<file path="config.mk">
export PLATFORM = sky130hd
export DESIGN_NAME = stwdc_ram
export DESIGN_NICKNAME = d
export VERILOG_FILES = /design/src/stwdc_ram.sv
export SDC_FILE = /design/constraint.sdc
export NUM_CORES = 1
export LEC_CHECK = 0
export BUFFER_PORTS_ARGS = -buffer_cell sky130_fd_sc_hd__buf_2
export CORE_ASPECT_RATIO = 2
export CORE_UTILIZATION = 55
export DETAILED_ROUTE_END_ITERATION = 16
export GPL_TIMING_DRIVEN = 0
export HOLD_SLACK_MARGIN = 0.15
export PLACE_DENSITY = 0.7
export SYNTH_ARGS = -nofsm -noshare
export SYNTH_HDL_FRONTEND = slang
export SYNTH_SLANG_ARGS = --single-unit
</file>
<file path="constraint.sdc">
create_clock -name clk -period 2.4 [get_ports clk]
set_input_delay 0.12 -clock clk [delete_from_list [all_inputs] [get_ports clk]]
set_output_delay 0.12 -clock clk [all_outputs]
set_load 0.005 [all_outputs]
</file>
<file path="src/stwdc_ram.sv">
// generic single-clock ram, one write port and one registered read port
// used for the entry queue and the per-key counters
// no dependencies
module stwdc_ram #(
  parameter int WIDTH = 8,
  parameter int DEPTH = 16
) (
  input  logic                     clk,
  input  logic                     we,
  input  logic [$clog2(DEPTH)-1:0] waddr,
  input  logic [WIDTH-1:0]         wdata,
  input  logic [$clog2(DEPTH)-1:0] raddr,
  output logic [WIDTH-1:0]         rdata
);

  logic [WIDTH-1:0] mem [DEPTH];

  always_ff @(posedge clk) begin
    if (we) begin
      mem[waddr] <= wdata;
    end
    rdata <= mem[raddr];
  end

endmodule

</file>
==> results of run 1 <==
-- logic make-up (layout without fill, tap and decap cells) --
kind of cell	Yosys count	count (layout)	share of synthesized area [%]
flops	136	136	77.78
simple gates	35	35	3.184
mux	32	32	15.02
compound gates	16	16	2.334
buf+inv	10	74	1.677
-- sequential cells by signal, indices dropped and copies added (netlist names) --
name	cells
rdata	8
mem	128
-- worst paths after layout --
check | to | slack (ns) | cells past startpoint
worst min register to register | rdata[5] | 0.67 | 3
worst max-delay path | mem[0][7] | 0.67 | 3
worst min-delay path | rdata[0] | 0.22 | 4
worst max register to register | rdata[2] | 0.99 | 3
-- per-stage QoR --
| step | hold slack, ns | area, sq um |
|---|---|---|
| after floorplan | 0.2189 | 5147 |
| after global placement | 0.4960 | 5395 |
| after detailed placement | 0.4935 | 5395 |
| after CTS | 0.2000 | 6013 |
| after global routing | 0.2337 | 6013 |
| final | 0.2161 | 6013 |
-- cells in the final DEF (no fill, tap or decap), drive strengths merged --
cell type / n
and2b: 1
dlygate4sd3: 8
buf: 31
nor3: 4
nor2: 13
or3b: 1
dfxtp: 8
and2: 1
clkbuf: 28
nand2b: 2
nand3b: 2
mux4: 32
nand2: 9
edfxtp: 128
nand3: 1
clkinv: 4
nor2b: 1
a22oi: 16
clkdlybuf4s25: 3
-- tightest hold or removal path, cell delays in order --
cell and delay (ns):
sky130_fd_sc_hd__buf_2 0.14, sky130_fd_sc_hd__mux4_1 0.16, sky130_fd_sc_hd__a22oi_1 0.10, sky130_fd_sc_hd__nand2_1 0.07
-- layer usage --
layer | wire (um) | up-vias
met2 | 5494 | 87
met3 | 491 | 15
met4 | 174 | 0
met1 | 3493 | 1174
met5 | 0 | -
li1 | - | 1074
-- where the power goes --
group / switching, mW / internal (mW)
clock network: 0.856 / 1.46
logic: 0.144 / 0.114
registers: 0.0126 / 2.66
-- repair_timing --
item,4_1_cts,5_1_grt
hold endpoints to repair,128,0
hold buffers,8,0
setup buffers,0,0
-- cell type report --
| type | instances | area [sq um] |
|---|---|---|
| multi-input cells | 83 | 1057 |
| repair buffers | 32 | 200.2 |
| clock buffers | 28 | 518.0 |
| plain buffers | 10 | 86.33 |
| clock inverters | 4 | 20.02 |
| flip-flops and latches | 136 | 4004 |
| well taps | 102 | 127.6 |
| fillers | 594 | 2999 |
==> Flow_metrics.wiki, run 1 <==
{| class="wikitable"
! Metric !! Value
|-
| Result of the run || complete, no violations
|-
| Number of diodes added for antenna fixing || 0
|-
| Initial Util || 57.12%
|-
| RD Place Congestion || 0.7476
|-
| CP max stage cell || sky130_fd_sc_hd__nor3_1
|-
| Number of top-level pins || 26
|-
| Cell types with the largest area share after synthesis || sky130_fd_sc_hd__edfxtp_1 75%, sky130_fd_sc_hd__mux4_2 7.9%, sky130_fd_sc_hd__mux4_1 7.1%
|-
| DP Worst Slack || 0.1757 ns
|-
| Remaining global-route overflow || 0
|-
| Die H || 138.8 um
|-
| Clock tree from TritonCTS || built
|-
| Synthesized cell area || 5147 sq um
|-
| FP Rows || 49
|-
| Worst setup skew after layout || 0.005969 ns
|-
| Die Wd || 70.41 um
|-
| Synth Instances || 229
|-
| Number of detailed-routing iterations run before antenna repair || 6
|-
| Final Hold Viols || 0
|-
| Vias in the first global route || 2477
|-
| Routed WL || 9653 um
|-
| Maximum VDD drop || 609.2 uV
|-
| Yosys cell types || 19
|-
| Synth cell count leaders || 128 x sky130_fd_sc_hd__edfxtp_1, 18 x sky130_fd_sc_hd__mux4_2, 16 x sky130_fd_sc_hd__a22oi_1
|-
| Post-synthesis net count || 247
|-
| Instance count after placement with tap cells included || 355
|-
| Area of the placeable core || 9012 sq um
|-
| Library cell used as clock root buffer || sky130_fd_sc_hd__clkbuf_16
|-
| Worst path arrival time || 1.75 ns
|-
| Post-synthesis area per instance || 22.48 sq um
|-
| Total global routing track utilization || 22.37%
|-
| Global-route wire length before repair || 14750 um
|-
| Headroom to the max-slew limit || 13.95%
|-
| PostCTS Resize Cnt || 0
|-
| Grt met2 use || 39.05%
|-
| Final cycle utilization of the critical path || 72.14%
|-
| CTS buffer count || 17
|-
| DP HPWL || 6487 um
|-
| Post-synth EDFFs || 128
|-
| CP Capture Type || flop
|-
| Setup-failing EPs final || 0
|-
| Fraction of post-synthesis cell area in the top cell type by area || 74.67%
|-
| Worst hold path startpoint || raddr[1]
|-
| Reg-to-reg startpoint || mem[2][2]
|-
| Final setup margin || 0.6685 ns
|-
| Post-route minimum period || 1.731 ns
|-
| Number of nets in the layout || 298
|-
| Ys async rst share || 0%
|-
| Number of DRC markers in iteration 0 || 198
|-
| Drt drc || 0
|-
| Register bit count reported by yosys || 136
|-
| Overall Power || 5.241 mW
|-
| Leakage || 2.039 nW
|-
| Critical Path, Cell by Cell || buf_2, or3b_2, nor3_1
|-
| Port buffer count || 24
|-
| Power per unit of standard cell area || 871.6 nW/um^2
|-
| Primary FF master, synth || sky130_fd_sc_hd__edfxtp_1
|-
| DR WL/cell || 24.44 um
|-
| Layer with the highest usage after global routing || met2
|-
| Fraction of layout cells with a size suffix above 1 || 26.62%
|-
| Critical path class || in -> reg
|-
| Maximum operating frequency || 577.5 MHz
|-
| Clk pin slew, worst setup/hold paths || 0.05 ns
|-
| Detail-routed via count per cell || 5.949
|-
| Via count || 2350
|-
| Delay contributed by the slowest stage of the critical path || 0.99 ns
|-
| Ys Warns || 0
|-
| Most numerous cell in the Yosys netlist || sky130_fd_sc_hd__edfxtp_1
|-
| Setup crit start kind || primary input
|-
| Top cell family by delay on the critical path || simple AND/OR/NAND/NOR gates
|-
| Transition at the pin with the smallest max-transition slack || 1.281 ns
|-
| Remaining antenna violation count after routing || 0
|-
| Setup repair after global routing missed its margin || no
|-
| TritonCTS Sinks || 136
|-
| Pin count of the biggest net entering global routing || 17
|-
| Leading area contributor after synthesis || sky130_fd_sc_hd__edfxtp_1
|-
| Setup Total Neg Slack || 0 ns
|-
| Critical path origin || waddr[2]
|-
| Met3 demand-to-capacity share in global routing || 6.613%
|-
| Buf+Inv Stages, Crit Path || 1
|-
| Worst Path Max Fanout || 8
|-
| Proportion of synthesized chip area in sequential cells || 77.78%
|-
| Required time of the critical path || 2.41 ns
|-
| GRT met1 Usage || 25.52%
|-
| Final core area utilization || 66.72%
|-
| Layout overhead on the synthesized area || 16.82%
|-
| Count of final max-slew check failures || 0
|-
| Clock Latency Late Sink || 0.41 ns
|-
| Die ar. || 9773 sq um
|-
| Number of buffers on the longest clock path || 2
|-
| Initial antenna violation count || 0
|-
| Number of max-capacitance violations reported || 0
|-
| Worst Hold Class || in -> reg
|-
| Total number of H-tree levels || 4
|-
| Non-filler instance count after layout || 395
|}
Power figures use the tool's default switching activity.
==> run 2: changes to the inputs <==
Clock period 2.4 ns to 1.73 ns, I/O delays scaled along.
==> run 2 against run 1 <==
Against the previous run: largest cell class unchanged; die area stayed put; utilization is 0.055 points higher; power is 39% higher; clock power is 39% higher; final cell count stayed put; routed wire length is 0.44% higher.
==> Flow_metrics.wiki, run 2 (synthesis results as in run 1) <==
{| class="wikitable"
! Metric !! Value
|-
| Result of the run || complete, no violations
|-
| Setup repair after global routing missed its margin || no
|-
| Met3 routed WL || 486 um (-1.0%)
|-
| Via count || 2349 (-0.043%)
|-
| Port buffer count || 24 (unchanged)
|-
| CP Capture Type || flop
|-
| Critical path origin || mem[2][2]
|-
| Post-CTS Setup Bufs || 0 (unchanged)
|-
| Clock Latency Late Sink || 0.41 ns (about the same)
|-
| Maximum operating frequency || 711.8 MHz
|-
| Number of nets in the layout || 298 (unchanged)
|-
| Routed WL || 9695 um (+0.44%)
|-
| Clk pin slew, worst setup/hold paths || 0.05 ns (about the same)
|-
| Number of DRC markers in iteration 0 || 186 (-6.1%)
|-
| Placement Cell Area || 5395 sq um (unchanged)
|-
| Fraction of layout cells with a size suffix above 1 || 26.96% (+0.34 points)
|-
| Detail-routed via count per cell || 5.947 (about the same)
|-
| Power per unit of standard cell area || 1209 nW/um^2 (+39%)
|-
| Largest registers ranked by flip-flop count || mem: 128 flops, rdata: 8 flops
|-
| Number of max-capacitance violations reported || 0 (unchanged)
|-
| Delay contributed by the slowest stage of the critical path || 0.55 ns (-0.44 ns)
|-
| Transition at the pin with the smallest max-transition slack || 1.246 ns (-0.03506 ns)
|-
| Die Wd || 70.41 um (unchanged)
|-
| Worst path arrival time || 1.70 ns (-0.05 ns)
|-
| Worst Hold Class || in -> reg
|-
| Drt drc || 0 (unchanged)
|-
| Library cell used as clock root buffer || sky130_fd_sc_hd__clkbuf_16
|-
| Most frequent cells in the layout || 128 x sky130_fd_sc_hd__edfxtp_1, 27 x sky130_fd_sc_hd__buf_2, 18 x sky130_fd_sc_hd__mux4_2, 18 x sky130_fd_sc_hd__clkbuf_16, 16 x sky130_fd_sc_hd__a22oi_1
|-
| FP Rows || 49 (unchanged)
|-
| DP HPWL || 6487 um (unchanged)
|-
| Number of top-level pins || 26 (unchanged)
|-
| Layout overhead on the synthesized area || 16.92% (about the same)
|-
| TritonCTS Sinks || 136 (unchanged)
|-
| Initial Util || 57.12% (unchanged)
|-
| Remaining global-route overflow || 0 (unchanged)
|-
| Largest register by flop count || mem
|-
| Pin count of the biggest net entering global routing || 17 (unchanged)
|-
| Critical path class || reg -> reg
|-
| Final Hold Viols || 0 (unchanged)
|-
| Area of the placeable core || 9012 sq um (unchanged)
|-
| Final cycle utilization of the critical path || 81.21%
|-
| Setup crit start kind || flop
|-
| Number of detailed-routing iterations run before antenna repair || 4 (-2)
|-
| DR WL/cell || 24.54 um (+0.44%)
|-
| Maximum VDD drop || 854.5 uV (+40%)
|-
| Required time of the critical path || 2.03 ns (-0.38 ns)
|-
| Total number of H-tree levels || 4 (unchanged)
|-
| Clock tree from TritonCTS || built
|-
| Largest register FFs || 128 (unchanged)
|-
| Vias in the first global route || 2463 (-0.57%)
|-
| Post-route minimum period || 1.405 ns
|-
| Worst hold path startpoint || waddr[0]
|-
| Initial antenna violation count || 0 (unchanged)
|-
| Final instance area || 6018 sq um (about the same)
|-
| Number of buffers on the longest clock path || 2 (unchanged)
|-
| CTS buffer count || 17 (unchanged)
|-
| Leakage || 2.040 nW (about the same)
|-
| Headroom to the max-slew limit || 16.31% (+2.4 points)
|-
| Setup-failing EPs final || 0 (unchanged)
|-
| M1 WL || 3563 um (+2.0%)
|-
| Top sig layer || met4
|-
| Count of final max-slew check failures || 0 (unchanged)
|-
| Buf+Inv Stages, Crit Path || 0 (-1)
|-
| Reg-to-reg startpoint || mem[2][2]
|-
| Overall Power || 7.278 mW (+39%)
|-
| Global-route wire length before repair || 14810 um (+0.37%)
|-
| RD Place Congestion || 0.7476 (unchanged)
|-
| Sequential Area || 4004 sq um (unchanged)
|-
| Worst Path Max Fanout || 1 (-7)
|-
| Critical Path, Cell by Cell || mux4_1, a22oi_1, nand2_1
|-
| CP max stage cell || sky130_fd_sc_hd__mux4_1
|-
| Routed length on met2 || 5462 um (-0.58%)
|-
| Count of filler cells inserted in the layout || 593 (-0.17%)
|-
| Die H || 138.8 um (unchanged)
|-
| Total global routing track utilization || 22.45% (+0.078 points)
|-
| Most common cell after layout, fill and taps aside || sky130_fd_sc_hd__edfxtp_1
|-
| Top cell family by delay on the critical path || multiplexers
|-
| Die ar. || 9773 sq um (unchanged)
|-
| Worst setup skew after layout || 0.005515 ns (-0.0004545 ns)
|-
| Combined area of the multi-input logic cells || 1062 sq um (+0.47%)
|-
| Number of diodes added for antenna fixing || 0 (unchanged)
|-
| Remaining antenna violation count after routing || 0 (unchanged)
|}
-- run 2: routing by layer --
layer / global-route usage [%] / up-vias
li1: - / 1074
met1: 25.95 / 1178
met2: 39.00 / 82
met3: 6.468 / 15
met4: 8.421 / 0
met5: 0 / -
-- run 2: worst paths after layout --
kind              slack, ns  cells past startpoint         to
setup / recovery       0.33                      3   rdata[2]
hold reg to reg        0.67                      3   rdata[5]
hold / removal         0.16                      2  mem[0][3]
setup reg to reg       0.33                      3   rdata[2]
-- run 2: power by group --
part	internal, mW	switching (mW)
logic	0.158	0.200
clock network	2.02	1.19
registers	3.69	0.0174
total	5.87	1.41
-- run 2: cell type report --
cell class	count	area share, %
sequential	136	66.53
multi-input combinational	83	17.65
clock buffer	28	8.607
timing repair buffer	32	3.326
tap	102	2.121
buffer	10	1.435
clock inverter	4	0.3326
-- run 2: timing repair --
item,CTS,global route
endpoints found under the hold margin,128,0
gates resized for setup,1,0
hold buffers,8,0
setup endpoints to repair,8,0
-- run 2: metrics by stage --
stage,worst slack (ns),std cells,TNS [ns],hold WS (ns),util (%)
floorplan,0.1506,229,0,0.1854,-
global placement,-0.4552,355,-5.961,0.4625,59.86
detailed placement,-0.4608,355,-5.849,0.4600,59.86
CTS,0.2735,395,0,0.1509,66.78
global route,0.2137,395,0,0.1670,66.78
finish,0.3251,395,0,0.1573,66.78
==> run 3: changes to the inputs <==
Settings changed: CORE_UTILIZATION 55 to 54, PLACE_DENSITY 0.7 to 0.71.
Clock period 1.73 ns to 1.2 ns, I/O delays scaled along.
==> run 3 against run 2 <==
Against the previous run: the flow now finishes with violations (negative setup slack); final cell count is the same; utilization decreased by 0.59 points; maximum frequency grew 4.2%; clock skew grew 0.00054 ns; sequential cell count unchanged; non-clock buffer count unchanged; routed wire length up 5.3%; critical path depth stayed put; combinational power increased by 60%; largest cell class unchanged; largest power group is now the clock network.
==> Flow_metrics.wiki, run 3 (synthesis results as in run 1) <==
{| class="wikitable"
! Metric !! Value
|-
| Routed WL || 10210 um (+5.3%)
|-
| M1 WL || 3750 um (+5.2%)
|-
| Clk pin slew, worst setup/hold paths || 0.06 ns (about the same)
|-
| Setup crit start kind || flop
|-
| Top cell family by delay on the critical path || multiplexers
|-
| DP HPWL || 6595 um (+1.7%)
|-
| Die ar. || 9950 sq um (+1.8%)
|-
| Maximum VDD drop || 1517 uV (+77%)
|-
| Initial antenna violation count || 0 (unchanged)
|-
| Number of buffers on the longest clock path || 2 (unchanged)
|-
| Transition at the pin with the smallest max-transition slack || 0.8401 ns (-0.4057 ns)
|-
| Number of nets in the layout || 298 (unchanged)
|-
| Result of the run || finished, violations left
|-
| TritonCTS Sinks || 136 (unchanged)
|-
| Detail-routed via count per cell || 6.147 (+3.4%)
|-
| Drt drc || 0 (unchanged)
|-
| Sequential Area || 4004 sq um (unchanged)
|-
| CP Capture Type || flop
|-
| Worst path arrival time || 1.64 ns (-0.06 ns)
|-
| Placement Cell Area || 5420 sq um (+0.46%)
|-
| Final Hold Viols || 0 (unchanged)
|-
| Top sig layer || met4
|-
| Global-route wire length before repair || 15490 um (+4.6%)
|-
| Maximum operating frequency || 741.9 MHz (+4.2%)
|-
| Required time of the critical path || 1.49 ns (-0.54 ns)
|-
| Combined area of the multi-input logic cells || 1106 sq um (+4.1%)
|-
| Initial Util || 55.22% (-1.9 points)
|-
| Number of detailed-routing iterations run before antenna repair || 6 (+2)
|-
| Routed length on met2 || 5720 um (+4.7%)
|-
| Vias in the first global route || 2577 (+4.6%)
|-
| Clock tree from TritonCTS || built
|-
| Number of top-level pins || 26 (unchanged)
|-
| Headroom to the max-slew limit || 43.79% (+27 points)
|-
| Count of filler cells inserted in the layout || 586 (-1.2%)
|-
| CTS buffer count || 17 (unchanged)
|-
| Register-to-Register Path Depth || 3 (unchanged)
|-
| Die Wd || 71.04 um (+0.89%)
|-
| Via count || 2428 (+3.4%)
|-
| Worst Path Max Fanout || 1 (unchanged)
|-
| Worst hold slack across all endpoints || 0.1621 ns (+0.004748 ns)
|-
| Fraction of layout cells with a size suffix above 1 || 37.80% (+11 points)
|-
| Total number of H-tree levels || 4 (unchanged)
|-
| Delay contributed by the slowest stage of the critical path || 0.54 ns (about the same)
|-
| Number of diodes added for antenna fixing || 0 (unchanged)
|-
| Largest register FFs || 128 (unchanged)
|-
| Remaining antenna violation count after routing || 0 (unchanged)
|-
| Layout overhead on the synthesized area || 19.86%
|-
| Most common cell after layout, fill and taps aside || sky130_fd_sc_hd__edfxtp_1
|-
| Setup repair after global routing missed its margin || yes
|-
| Area of the placeable core || 9321 sq um (+3.4%)
|-
| Violations in the final reports || negative setup slack
|-
| Worst Hold Class || in -> reg
|-
| Clock Latency Late Sink || 0.41 ns (about the same)
|-
| CP max stage cell || sky130_fd_sc_hd__mux4_2
|-
| Port buffer count || 24 (unchanged)
|-
| Largest registers ranked by flip-flop count || mem: 128 flops, rdata: 8 flops
|-
| Total global routing track utilization || 23.38% (+0.93 points)
|-
| Number of DRC markers in iteration 0 || 149 (-20%)
|-
| Count of final max-slew check failures || 0 (unchanged)
|-
| Final setup margin || -0.1479 ns (-0.4730 ns)
|-
| Post-route minimum period || 1.348 ns (-0.05699 ns)
|-
| Setup-failing EPs final || 8 (+8)
|-
| Critical path class || reg -> reg
|-
| Buf+Inv Stages, Crit Path || 0 (unchanged)
|-
| WHS Path Cells || 2 (unchanged)
|-
| Number of max-capacitance violations reported || 0 (unchanged)
|-
| Die H || 140.1 um (+0.91%)
|-
| FP Rows || 50 (+2.0%)
|-
| Final cycle utilization of the critical path || 112.3% (+31 points)
|-
| Power per unit of standard cell area || 1870 nW/um^2 (+55%)
|-
| Post-CTS Setup Bufs || 0 (unchanged)
|-
| Pin count of the biggest net entering global routing || 17 (unchanged)
|-
| Most frequent cells in the layout || 128 x sky130_fd_sc_hd__edfxtp_1, 30 x sky130_fd_sc_hd__mux4_2, 27 x sky130_fd_sc_hd__buf_2
|-
| RD Place Congestion || 0.8333 (+11%)
|-
| Library cell used as clock root buffer || sky130_fd_sc_hd__clkbuf_16
|-
| Critical Path, Cell by Cell || mux4_2, a22oi_2, nand2_1
|-
| Leakage || 2.048 nW (+0.37%)
|-
| Largest register by flop count || mem
|-
| Worst setup skew after layout || 0.006058 ns (+0.0005434 ns)
|-
| Met3 routed WL || 447 um (-8.0%)
|-
| DR WL/cell || 25.84 um (+5.3%)
|-
| Crit path depth || 3 (unchanged)
|-
| Final instance area || 6170 sq um (+2.5%)
|-
| Remaining global-route overflow || 0 (unchanged)
|}
-- run 3: cell type report --
class / instances / share of cell area [%]
Buffer: 10 / 1.521
Clock buffer: 18 / 6.956
Clock inverter: 12 / 3.346
Multi-Input combinational cell: 83 / 17.93
Sequential cell: 136 / 64.90
Tap cell: 104 / 2.109
Timing Repair Buffer: 32 / 3.245
-- run 3: repair_timing --
item / CTS / global route
hold buffers: 8 / 0
setup endpoints to repair: 48 / 8
pin swaps: 6 / 6
hold endpoints to repair: 136 / 0
gates resized for setup: 25 / 4
-- run 3: where the power goes --
part           switching, mW  internal (mW)
combinational          0.323          0.248
clock                   1.79           3.83
sequential            0.0272           5.31
-- run 3: path summary, 6_finish.rpt --
kind                     to  slack (ns)       start
hold reg to reg    rdata[0]        0.68  mem[12][0]
hold / removal    mem[0][4]        0.16    waddr[1]
setup reg to reg   rdata[3]       -0.15   mem[3][3]
setup / recovery   rdata[3]       -0.15   mem[3][3]
-- run 3: through the flow --
| step | TNS [ns] | total power, mW | util, % | instances | worst slack [ns] |
|---|---|---|---|---|---|
| after floorplan | -3.903 | 5.708 | - | 229 | -0.1261 |
| after global placement | -44.33 | 5.928 | 58.15 | 357 | -0.5871 |
| after detailed placement | -44.85 | 5.955 | 58.15 | 357 | -0.6159 |
| after CTS | -0.6810 | 11.60 | 66.16 | 395 | -0.1211 |
| after global routing | -0.8889 | 11.85 | 66.19 | 395 | -0.1626 |
| final | -0.6087 | 11.54 | 66.19 | 395 | -0.1479 |
-- run 3: layer usage --
layer / GRT usage [%] / vias up
met5: 0 / -
met4: 9.579 / 0
met3: 6.835 / 18
met2: 40.23 / 85
met1: 27.19 / 1265
li1: - / 1060
